`src/hdl/iee_pkg.sv`:
```
`timescale 1ns / 1ps

package iee_pkg;

  localparam int STACK_DEPTH = 16;
  localparam int CNT_W       = $clog2(STACK_DEPTH + 1);
  localparam int DATA_W      = 32;
  localparam int CH_W        = 8;
  localparam int ERR_W       = 3;
  localparam int STEP_W      = $clog2(DATA_W);

  localparam logic [CH_W-1:0] CH_PLUS  = 8'h2B;
  localparam logic [CH_W-1:0] CH_MINUS = 8'h2D;
  localparam logic [CH_W-1:0] CH_STAR  = 8'h2A;
  localparam logic [CH_W-1:0] CH_SLASH = 8'h2F;
  localparam logic [CH_W-1:0] CH_ZERO  = 8'd48;
  localparam logic [CH_W-1:0] CH_NINE  = 8'd57;

  typedef logic signed [DATA_W-1:0] word_t;
  typedef logic [CNT_W-1:0] cnt_t;

  typedef enum logic [1:0] {
    OP_ADD = 2'd0,
    OP_SUB = 2'd1,
    OP_MUL = 2'd2,
    OP_DIV = 2'd3
  } op_t;

  typedef enum logic [ERR_W-1:0] {
    ERR_NONE      = 3'd0,
    ERR_DIV0      = 3'd1,
    ERR_MALFORMED = 3'd2,
    ERR_OVERFLOW  = 3'd3,
    ERR_BADCHAR   = 3'd4
  } err_t;

  typedef enum logic [1:0] {
    SH_HOLD,
    SH_DOWN,
    SH_UP
  } shift_t;

  typedef struct packed {
    shift_t val_sh;
    shift_t op_sh;
  } cell_ctl_t;

  typedef enum logic [2:0] {
    ST_IDLE,
    ST_OPLOOP,
    ST_REDUCE,
    ST_DIV,
    ST_FLUSH,
    ST_FINISH
  } state_t;

  // Multiplication and division bind tighter than addition and subtraction.
  function automatic logic op_rank(input op_t op);
    return op[1];
  endfunction

endpackage

```
`src/hdl/iee_cell.sv`:
```
`timescale 1ns / 1ps

module iee_cell (
  input  logic              clk,
  input  iee_pkg::cell_ctl_t ctl,
  input  iee_pkg::word_t    val_above,
  input  iee_pkg::word_t    val_below,
  input  iee_pkg::op_t      op_above,
  input  iee_pkg::op_t      op_below,
  output iee_pkg::word_t    val,
  output iee_pkg::op_t      op
);
  import iee_pkg::*;

  always_ff @(posedge clk) begin
    case (ctl.val_sh)
      SH_DOWN: val <= val_above;
      SH_UP:   val <= val_below;
      default: val <= val;
    endcase
    case (ctl.op_sh)
      SH_DOWN: op <= op_above;
      SH_UP:   op <= op_below;
      default: op <= op;
    endcase
  end

endmodule

```
`src/hdl/iee_divider.sv`:
```
`timescale 1ns / 1ps

module iee_divider (
  input  logic           clk,
  input  logic           rst,
  input  logic           start,
  input  iee_pkg::word_t dividend,
  input  iee_pkg::word_t divisor,
  output logic           done,
  output iee_pkg::word_t quotient
);
  import iee_pkg::*;

  logic              busy;
  logic [STEP_W-1:0] step;
  logic [DATA_W-1:0] rem;
  logic [DATA_W-1:0] quo;
  logic [DATA_W-1:0] dvs;
  logic              neg;
  logic [DATA_W-1:0] mag_a;
  logic [DATA_W-1:0] mag_b;
  logic [DATA_W:0]   rem_sh;
  logic [DATA_W:0]   diff;

  assign mag_a  = dividend[DATA_W-1] ? (~$unsigned(dividend) + 1'b1) : $unsigned(dividend);
  assign mag_b  = divisor[DATA_W-1] ? (~$unsigned(divisor) + 1'b1) : $unsigned(divisor);
  assign rem_sh = {rem, quo[DATA_W-1]};
  assign diff   = rem_sh - {1'b0, dvs};

  always_ff @(posedge clk) begin
    if (rst) begin
      busy <= 1'b0;
      done <= 1'b0;
    end else begin
      done <= !start && busy && (step == '0);
      if (start) begin
        busy <= 1'b1;
      end else if (busy && step == '0) begin
        busy <= 1'b0;
      end
    end
  end

  always_ff @(posedge clk) begin
    if (start) begin
      step <= STEP_W'(DATA_W - 1);
      rem  <= '0;
      quo  <= mag_a;
      dvs  <= mag_b;
      neg  <= dividend[DATA_W-1] ^ divisor[DATA_W-1];
    end else if (busy) begin
      step <= step - 1'b1;
      if (!diff[DATA_W]) begin
        rem <= diff[DATA_W-1:0];
        quo <= {quo[DATA_W-2:0], 1'b1};
      end else begin
        rem <= rem_sh[DATA_W-1:0];
        quo <= {quo[DATA_W-2:0], 1'b0};
      end
    end
  end

  assign quotient = neg ? word_t'(~quo + 1'b1) : word_t'(quo);

endmodule

```
`src/hdl/infix_expression_evaluator.sv`:
```
`timescale 1ns / 1ps

// Channel  Direction  Contents
// s_*      in         tdata[7:0] = ch, tlast = last (last character of the expression)
// m_*      out        tdata[31:0] = value, tdata[34:32] = error, tdata[39:35] = 0
//
// A digit or bad character is taken while idle; an operator runs the operator loop and
// a reduce step per reduction; a division waits in the shared bit-serial divider.
// The last character flushes each remaining operator, then the result is emitted.
// Reset clears the counts, the error code and the result valid flag; stack cells keep data.
// The result sits in an output register, so a new expression is taken while it waits.
module infix_expression_evaluator (
  input  logic        clk,
  input  logic        rst,
  input  logic [7:0]  s_tdata,   // ch
  input  logic        s_tlast,
  input  logic        s_tvalid,
  output logic        s_tready,
  output logic [39:0] m_tdata,   // value, error, zero fill
  output logic        m_tvalid,
  input  logic        m_tready
);
  import iee_pkg::*;

  state_t state, state_next;
  cnt_t   vcnt, vcnt_next;
  cnt_t   ocnt, ocnt_next;
  err_t   err, err_next;
  op_t    cur_op, cur_op_next;
  logic   cur_last, cur_last_next;
  logic   flushing, flushing_next;
  logic   out_valid, out_valid_next;
  word_t  out_value, out_value_next;
  err_t   out_err, out_err_next;

  word_t     val_q [STACK_DEPTH];
  op_t       op_q  [STACK_DEPTH];
  cell_ctl_t ctl   [STACK_DEPTH];

  logic  val_push, val_reduce, op_push, op_pop;
  word_t val_in;
  logic  div_start, div_done;
  word_t div_q;
  logic  accept, is_digit, is_op;
  op_t   ch_op;
  word_t alu_res;
  op_t   top_op;

  assign accept   = s_tvalid && s_tready;
  assign s_tready = (state == ST_IDLE);
  assign m_tvalid = out_valid;
  assign m_tdata  = {5'b0, out_err, out_value};
  assign top_op   = op_q[0];
  assign is_digit = (s_tdata >= CH_ZERO) && (s_tdata <= CH_NINE);

  always_comb begin
    is_op = 1'b1;
    ch_op = OP_ADD;
    case (s_tdata)
      CH_PLUS:  ch_op = OP_ADD;
      CH_MINUS: ch_op = OP_SUB;
      CH_STAR:  ch_op = OP_MUL;
      CH_SLASH: ch_op = OP_DIV;
      default:  is_op = 1'b0;
    endcase
  end

  always_comb begin
    case (top_op)
      OP_ADD:  alu_res = val_q[1] + val_q[0];
      OP_SUB:  alu_res = val_q[1] - val_q[0];
      default: alu_res = val_q[1] * val_q[0];
    endcase
  end

  iee_divider u_div (
    .clk      (clk),
    .rst      (rst),
    .start    (div_start),
    .dividend (val_q[1]),
    .divisor  (val_q[0]),
    .done     (div_done),
    .quotient (div_q)
  );

  always_ff @(posedge clk) begin
    if (rst) begin
      state     <= ST_IDLE;
      vcnt      <= '0;
      ocnt      <= '0;
      err       <= ERR_NONE;
      flushing  <= 1'b0;
      out_valid <= 1'b0;
    end else begin
      state     <= state_next;
      vcnt      <= vcnt_next;
      ocnt      <= ocnt_next;
      err       <= err_next;
      flushing  <= flushing_next;
      out_valid <= out_valid_next;
    end
  end

  always_ff @(posedge clk) begin
    cur_op    <= cur_op_next;
    cur_last  <= cur_last_next;
    out_value <= out_value_next;
    out_err   <= out_err_next;
  end

  always_comb begin
    state_next     = state;
    vcnt_next      = vcnt;
    ocnt_next      = ocnt;
    err_next       = err;
    cur_op_next    = cur_op;
    cur_last_next  = cur_last;
    flushing_next  = flushing;
    out_valid_next = out_valid && !m_tready;
    out_value_next = out_value;
    out_err_next   = out_err;
    val_push       = 1'b0;
    val_reduce     = 1'b0;
    op_push        = 1'b0;
    op_pop         = 1'b0;
    val_in         = alu_res;
    div_start      = 1'b0;

    unique case (state)
      ST_IDLE: begin
        if (accept) begin
          cur_last_next = s_tlast;
          state_next    = s_tlast ? ST_FLUSH : ST_IDLE;
          if (err == ERR_NONE) begin
            if (is_digit) begin
              if (vcnt == cnt_t'(STACK_DEPTH)) begin
                err_next = ERR_OVERFLOW;
              end else begin
                val_push  = 1'b1;
                val_in    = word_t'(s_tdata - CH_ZERO);
                vcnt_next = vcnt + 1'b1;
              end
            end else if (is_op) begin
              cur_op_next = ch_op;
              state_next  = ST_OPLOOP;
            end else begin
              err_next = ERR_BADCHAR;
            end
          end
        end
      end

      ST_OPLOOP: begin
        if (ocnt != '0 && !(op_rank(cur_op) && !op_rank(top_op))) begin
          state_next = ST_REDUCE;
        end else begin
          state_next = cur_last ? ST_FLUSH : ST_IDLE;
          if (ocnt == cnt_t'(STACK_DEPTH)) begin
            err_next = ERR_OVERFLOW;
          end else begin
            op_push   = 1'b1;
            ocnt_next = ocnt + 1'b1;
          end
        end
      end

      ST_REDUCE: begin
        op_pop    = 1'b1;
        ocnt_next = ocnt - 1'b1;
        if (vcnt < cnt_t'(2)) begin
          err_next   = ERR_MALFORMED;
          state_next = cur_last ? ST_FLUSH : ST_IDLE;
        end else if (top_op == OP_DIV) begin
          if (val_q[0] == '0) begin
            err_next   = ERR_DIV0;
            state_next = cur_last ? ST_FLUSH : ST_IDLE;
          end else begin
            div_start  = 1'b1;
            state_next = ST_DIV;
          end
        end else begin
          val_reduce = 1'b1;
          vcnt_next  = vcnt - 1'b1;
          state_next = flushing ? ST_FLUSH : ST_OPLOOP;
        end
      end

      ST_DIV: begin
        if (div_done) begin
          val_reduce = 1'b1;
          val_in     = div_q;
          vcnt_next  = vcnt - 1'b1;
          state_next = flushing ? ST_FLUSH : ST_OPLOOP;
        end
      end

      ST_FLUSH: begin
        flushing_next = 1'b1;
        if (err == ERR_NONE && ocnt != '0) begin
          state_next = ST_REDUCE;
        end else begin
          state_next = ST_FINISH;
        end
      end

      ST_FINISH: begin
        if (!out_valid || m_tready) begin
          out_valid_next = 1'b1;
          if (err != ERR_NONE) begin
            out_err_next   = err;
            out_value_next = '0;
          end else if (vcnt != cnt_t'(1)) begin
            out_err_next   = ERR_MALFORMED;
            out_value_next = '0;
          end else begin
            out_err_next   = ERR_NONE;
            out_value_next = val_q[0];
          end
          vcnt_next     = '0;
          ocnt_next     = '0;
          err_next      = ERR_NONE;
          flushing_next = 1'b0;
          state_next    = ST_IDLE;
        end
      end

      default: state_next = ST_IDLE;
    endcase
  end

  for (genvar i = 0; i < STACK_DEPTH; i++) begin : g_cell
    word_t val_above, val_below;
    op_t   op_above, op_below;

    if (i == 0) begin : g_top
      assign val_above = val_in;
      assign op_above  = cur_op;
    end else begin : g_mid
      assign val_above = val_q[i-1];
      assign op_above  = op_q[i-1];
    end

    if (i == STACK_DEPTH - 1) begin : g_bot
      assign val_below = '0;
      assign op_below  = OP_ADD;
    end else begin : g_up
      assign val_below = val_q[i+1];
      assign op_below  = op_q[i+1];
    end

    always_comb begin
      if (val_push) begin
        ctl[i].val_sh = SH_DOWN;
      end else if (val_reduce) begin
        ctl[i].val_sh = (i == 0) ? SH_DOWN : SH_UP;
      end else begin
        ctl[i].val_sh = SH_HOLD;
      end
      if (op_push) begin
        ctl[i].op_sh = SH_DOWN;
      end else if (op_pop) begin
        ctl[i].op_sh = SH_UP;
      end else begin
        ctl[i].op_sh = SH_HOLD;
      end
    end

    iee_cell u_cell (
      .clk       (clk),
      .ctl       (ctl[i]),
      .val_above (val_above),
      .val_below (val_below),
      .op_above  (op_above),
      .op_below  (op_below),
      .val       (val_q[i]),
      .op        (op_q[i])
    );
  end

endmodule

```
`config.mk`:
```
export PLATFORM = sky130hd
export DESIGN_NAME = infix_expression_evaluator
export DESIGN_NICKNAME = d
export VERILOG_FILES = /design/src/hdl/iee_pkg.sv /design/src/hdl/iee_cell.sv /design/src/hdl/iee_divider.sv /design/src/hdl/infix_expression_evaluator.sv
export SDC_FILE = /design/constraint.sdc
export NUM_CORES = 2
export LEC_CHECK = 0
export BUFFER_PORTS_ARGS = -buffer_cell sky130_fd_sc_hd__buf_2
export CAP_MARGIN = 30
export CORE_MARGIN = 1
export CORE_UTILIZATION = 59
export DETAILED_ROUTE_END_ITERATION = 10
export HOLD_SLACK_MARGIN = 0.03
export PLACE_DENSITY = 0.78
export REMOVE_ABC_BUFFERS = 1
export SYNTH_ARGS = -nofsm -noshare
export SYNTH_HDL_FRONTEND = slang
export SYNTH_SLANG_ARGS = --single-unit
```
`constraint.sdc`:
```
create_clock -name clk -period 12.6 [get_ports clk]
set_input_delay 0 -clock clk [delete_from_list [all_inputs] [get_ports clk]]
set_output_delay 0 -clock clk [all_outputs]
set_load 0.05 [all_outputs]
```
; Word-level counts from Yosys, hierarchy flattened
; Index checks and enable logic that the tools add are counted.
[totals]
register_bits = 704
latchBits = 0
ramBits = 0
rom_bits = 0
out_inout_bits = 42
wordCells = 264
mem_count = 0
[op_classes]
add_sub_neg = 12
mul = 1
div = 0
order_cmp = 3
eq_ne = 35
shift = 0
mux = 117
bitwise = 5
n_reduce_logical = 41
[ops]
columns = cell, count
row1 = 32-bit case mux with 2 select lines, 18
row2 = 32-bit two-way mux, 10
row3 = "32-bit by 1-bit adder with 32-bit output, second input constant", 3
row4 = 32-bit NOT, 3
row5 = 3-bit two-way mux, 25
row6 = 2-bit case mux with 2 select lines, 16
row7 = 5-bit two-way mux, 10
row8 = 33-bit by 32-bit subtractor with 33-bit output, 1
row9 = 32-bit adder, 1
row10 = "8-bit by 6-bit equality test with 1-bit output, second input constant", 4
row11 = 32-bit zero test, 1
row12 = 32-bit by 32-bit multiplier with 32-bit output, 1
row13 = 32-bit subtractor, 1
row14 = 31-bit two-way mux, 1
row15 = 1-bit two-way mux, 25
row16 = 5-bit case mux with 4 select lines, 1
row17 = 3-bit case mux with 6 select lines, 1
row18 = 5-bit case mux with 3 select lines, 1
row19 = "5-bit by 1-bit subtractor with 5-bit output, second input constant", 3
row20 = "2-bit inequality test, second input constant", 7
row21 = 3-bit case mux with 4 select lines, 1
row22 = 2-bit nonzero test, 6
row23 = "5-bit by 1-bit adder with 5-bit output, second input constant", 2
row24 = "5-bit equality test, second input constant", 2
row25 = other kinds (37), 70

; Depth between registers and ports, before layout
[depth]
ltp_word = 9
ltp_mapped = 28
ltp_nobuf = 26

; Cells and area by module
; From an unflattened synthesis, not the netlist that was laid out.
[hier_totals]
cells_unflattened = 4654
hier_area_um2 = 55787.3
[modules_own_cells]
columns = mod, n_inst, cells_per_inst, area_per_inst_um2, seq_area_each_um2
row1 = iee_cell, 16, 78, 1627.8, 1021.0
row2 = infix_expression_evaluator, 1, 2521, 22097.4, 1501.4
row3 = iee_divider, 1, 885, 7644.8, 2732.6

; Worst setup path after synthesis
; No wires, ideal clock.
[synth_timing]
path_type = flip-flop to flip-flop
from = register state[1]
to = register g_cell[0].u_cell.val[0], enable pin
setup_time_ns = 3.666
arrival_time_ns = 10.172
required_ns = 8.934
setup_slack_ns = -1.238
path_stages_with_launch = 8
path_buffers = 2
path_cell_list = dfxtp_1 > or3_1 > buf_2 > clkinv_1 > and2_1 > nand3_1 > clkbuf_1 > nand2_1
[synth_lines]
columns = item, line
row1 = "start, declared", infix_expression_evaluator.sv:25  ; state_t state, state_next;
row2 = "start signal, assigned", infix_expression_evaluator.sv:95  ; state <= state_next;
row3 = "end signal, assigned", iee_cell.sv:17  ; SH_DOWN: val <= val_above;
row4 = "end signal, assigned", iee_cell.sv:18  ; SH_UP: val <= val_below;
row5 = "end signal, assigned", iee_cell.sv:19  ; default: val <= val;
row6 = "end, declared", iee_cell.sv:10  ; output iee_pkg::word_t val,

; Worst setup path after layout
[layout_timing]
from = register g_cell[0].u_cell.val[4]
to = register g_cell[0].u_cell.val[29], data pin
[layout_between]
elab_chain_cells = 8
elab_cells_between_ends = 11
cone_classes = add/sub: 2 / mul: 1 / mux: 8
[layout_rtl]
columns = item, line
row1 = "32-bit by 32-bit multiplier with 32-bit output, or another cell as far along", infix_expression_evaluator.sv:72  ; default: alu_res = val_q[1] * val_q[0];
row2 = 32-bit case mux with 2 select lines *, infix_expression_evaluator.sv:69  ; case (top_op)
row3 = 32-bit two-way mux, infix_expression_evaluator.sv:136  ; if (vcnt == cnt_t'(STACK_DEPTH)) begin
row4 = 32-bit two-way mux, infix_expression_evaluator.sv:135  ; if (is_digit) begin
row5 = 32-bit two-way mux, infix_expression_evaluator.sv:134  ; if (err == ERR_NONE) begin
row6 = 32-bit two-way mux, infix_expression_evaluator.sv:131  ; if (accept) begin
row7 = 32-bit case mux with 2 select lines *, infix_expression_evaluator.sv:129  ; unique case (state)
row8 = via g_cell[0].u_cell.val_above[29], iee_cell.sv:6  ; input iee_pkg::word_t val_above,
row9 = 32-bit case mux with 2 select lines *, iee_cell.sv:16  ; case (ctl.val_sh)
; Mark *: on every way through the listed nets, which the timed path passes. The rest lies on a longest branch.
; A chain may end at the register's enable or synchronous reset.

==> summary.json <==
{
  "run_status": {
    "outcome": "complete, no violations"
  },
  "synth": {
    "synth.avg_cell_area_um2": 11.47,
    "ys_ff_latch": 704,
    "synth-async-reset-ratio_pct": 0,
    "synth.largest_area_cell": "edfxtp_1",
    "yosysUniqueCellTypes": 71,
    "yosysSeqAreaShare_pct": 39.85,
    "syn-cell-area_um2": 51620,
    "synth_edf_count": 647,
    "syn-instance-count": 4502,
    "synth_top_flop_cell": "edfxtp_1",
    "synth_largest_type_area_fraction_pct": 37.64,
    "yosysWarnings": 0,
    "synth.top_cells.by_area": "edfxtp_1 (38%), fa_1 (16%), mux2_2 (10%), ha_1 (5.5%), and2_1 (5.1%)"
  },
  "drt": {
    "detail-route-antenna-nets": 0,
    "drt_first_iter_violations": 2982,
    "drc": 0,
    "routed_wl_um": 118900,
    "detail_route.wl_per_cell_um": 20.87,
    "first_pass_iters": 7,
    "vias_per_cell": 5.933,
    "dr_total_vias": 33800
  },
  "placed_design": {
    "placedCellCount": 5533,
    "buffer_ports.inserted": 49,
    "gp_weighted_congestion": 0.9644,
    "placed_area_um2": 53090,
    "pre_cts_slack_ns": 4.415,
    "detailedPlacementHpwl_um": 80400
  },
  "min_path": {
    "hold_path.class": "in -> reg"
  },
  "finish": {
    "layout_cells_sized_above_1_pct": 17.03,
    "final_common_cell": "edfxtp_1",
    "layout.cell_area.non_filler_um2": 56110,
    "most-common-layout-cells": "edfxtp_1 (647), inv_1 (483), mux2_2 (481)",
    "flow.area_growth_from_synthesis_pct": 8.692,
    "post-route-util_pct": 64.67,
    "final_net_count": 5127,
    "final_cells": 5697
  },
  "grt": {
    "number_of_antenna_violations_at_the_first_check_in_global_routing": 4,
    "grt_max_degree": 197,
    "groute.usage.overall_pct": 27.01,
    "grt_pass1_wl_um": 188100,
    "first_global_vias": 34120,
    "grt_remaining_overflow": 0
  },
  "cts": {
    "cts-root-to-sink-buffers": 3,
    "ctsHtreeMaxLevel": 3,
    "clk-insertion-delay-late_ns": 0.66,
    "root_buffer_cell": "clkbuf_16",
    "cts.sinks": 704,
    "cts.clk_slew.worst_paths_ns": 0.07,
    "cts_tree": "yes",
    "cts_buffers": 78,
    "post_cts_resize_count": 0
  },
  "pwr": {
    "power.static_leakage_nw": 22.62,
    "vdd.ir_drop.worst_uv": 375.4,
    "p_total_mw": 9.739,
    "power.density_nw_per_um2": 173.6
  },
  "worst_setup_path": {
    "cp_max_fo": 18,
    "worst_setup_path_startpoint": "g_cell[0].u_cell.val[4]$_DFFE_PP_",
    "path_buf_inv": 5,
    "critical_path.reg2reg.startpoint": "g_cell[0].u_cell.val[4]$_DFFE_PP_",
    "critPathCapture": "g_cell[0].u_cell.val[29]$_DFFE_PP_",
    "cp.arrival_ns": 8.68,
    "critical_path_depth": 25,
    "cpMaxStageDelayCell": "edfxtp_1",
    "worstSetupEndpointType": "flip-flop",
    "critical_path.most_common_cell": "fa_1",
    "reg2reg_slack_ns": 4.33,
    "crit_required_ns": 13.01,
    "worst_path_dominant_cell_family": "adder cells",
    "critical_path.startpoint_type": "flip-flop",
    "worst_r2r_path_depth": 25,
    "timing.critical_path.slowest_cell_delay_ns": 0.81,
    "regToRegEndpoint": "g_cell[0].u_cell.val[29]$_DFFE_PP_",
    "criticalPathCategory": "reg -> reg"
  },
  "floorplanning": {
    "initial_core_util_pct": 59.50,
    "die_area_um2": 88680,
    "die_h_um": 297.8,
    "floorplan.core_area_um2": 86750,
    "rows": 108,
    "die_w_um": 297.8,
    "i_o_pin_count": 55
  },
  "sta": {
    "slew-limit-headroom_pct": 24.43,
    "achievable-frequency_mhz": 121.0,
    "clock_skew_ns": 0.03099,
    "number_of_hold_violations_in_the_final_report": 0,
    "final_critical_path_setup_slack_ns": 4.334,
    "final.setup.tns_ns": 0,
    "worst-slew-pin-transition_ns": 1.133,
    "finalSetupViolations": 0,
    "fin_worst_hold_slack_ns": 0.1108,
    "rsz0062_at_grt": "false",
    "finalCritPeriodShare_pct": 65.60,
    "layout_min_cycle_time_ns": 8.266,
    "drv_slew": 0
  },
  "job": {
    "cap_viol_max_count": 0
  }
}
-- report_power, final --
| part | internal [mW] | switching (mW) | leakage (nW) |
|---|---|---|---|
| clock | 1.47 | 1.00 | 1.35 |
| combinational | 1.98 | 2.57 | 15.0 |
| sequential | 2.67 | 0.0440 | 6.26 |
| total | 6.12 | 3.61 | 22.6 |
-- worst min path at each step --
stage                    start                                 to  slack [ns]  cells past startpoint
global placement       s_tlast                 cur_last$_DFFE_PP_        0.22                      1
global route           s_tlast                 cur_last$_DFFE_PP_        0.11                      2
detailed placement     s_tlast                 cur_last$_DFFE_PP_        0.22                      1
finish                 s_tlast                 cur_last$_DFFE_PP_        0.11                      2
CTS                 s_tdata[2]  g_cell[0].u_cell.val[2]$_DFFE_PP_        0.06                      3
floorplan                  rst                err[2]$_SDFFE_PP0P_        0.07                      1
-- synth_stat cells, types with 5 or more instances --
library cell,count
a211o_1,6
a211oi_1,22
a21o_1,29
a21oi_1,139
a221oi_1,5
a22oi_1,9
a31oi_1,16
and2_1,422
and3_1,19
buf_1,11
buf_2,9
buf_4,6
clkbuf_1,229
dfxtp_1,57
edfxtp_1,647
fa_1,411
ha_1,227
inv_1,483
mux2_2,481
mux2i_1,31
nand2_1,359
nand2b_1,33
nand3_1,26
nand3b_1,6
nand4_1,13
nor2_1,100
nor2b_1,17
nor3_1,27
o211ai_1,11
o21a_1,19
o21ai_0,175
o21bai_1,9
o221ai_1,16
o22ai_1,6
o31ai_1,36
o41ai_1,13
or2_2,11
or3_1,30
or4_1,19
xnor2_1,156
xor2_1,105
-- cells by family (layout without fill, tap and decap cells) --
| family | after synthesis | in the layout | synth area share (%) |
|---|---|---|---|
| xor gates and xnor gates | 261 | 261 | 4.428 |
| buffers and inverters | 740 | 773 | 5.446 |
| AOI/OAI and AO/OA | 542 | 542 | 6.528 |
| adders and majority gates | 638 | 638 | 21.44 |
| muxes | 512 | 512 | 11.09 |
| DFF | 704 | 704 | 39.85 |
| and+or+nand+nor | 1104 | 1104 | 11.21 |
| other | 1 | 8 | 0.007265 |
-- per-layer routing --
layer  wire [um]  global-route usage (%)  vias to the layer above
met3        9880                   5.075                      349
li1            -                       -                    15270
met1       47410                   35.49                    16800
met5          34                       0                        -
met2       56190                   43.81                     1379
met4        5403                   12.03                        6
-- sequential cells by signal (all words and copies together), names as in the netlist, 2 cells and up --
signal             flops
g_cell.u_cell.val    512
cur_op                 2
u_div.step             5
u_div.dvs             32
out_value             32
u_div.rem             32
state                  3
ocnt                   5
out_err                3
vcnt                   5
g_cell.u_cell.op      32
u_div.quo             32
err                    3
-- layout make-up --
type | count | area [um^2]
diodes | 3 | 7.507
multi-input cells | 3062 | 28290
clock buffers | 90 | 2092
clock inverters | 53 | 696.9
inverters | 485 | 1821
flip-flops and latches | 704 | 20570
well taps | 1155 | 1445
repair buffers | 145 | 1180
fillers | 6534 | 30650
-- timing repair --
item	CTS	global route
buffers inserted	0	0
hold buffers	16	0
endpoints found under the hold margin	34	0
No activity file was read; power rests on OpenSTA's default activity.
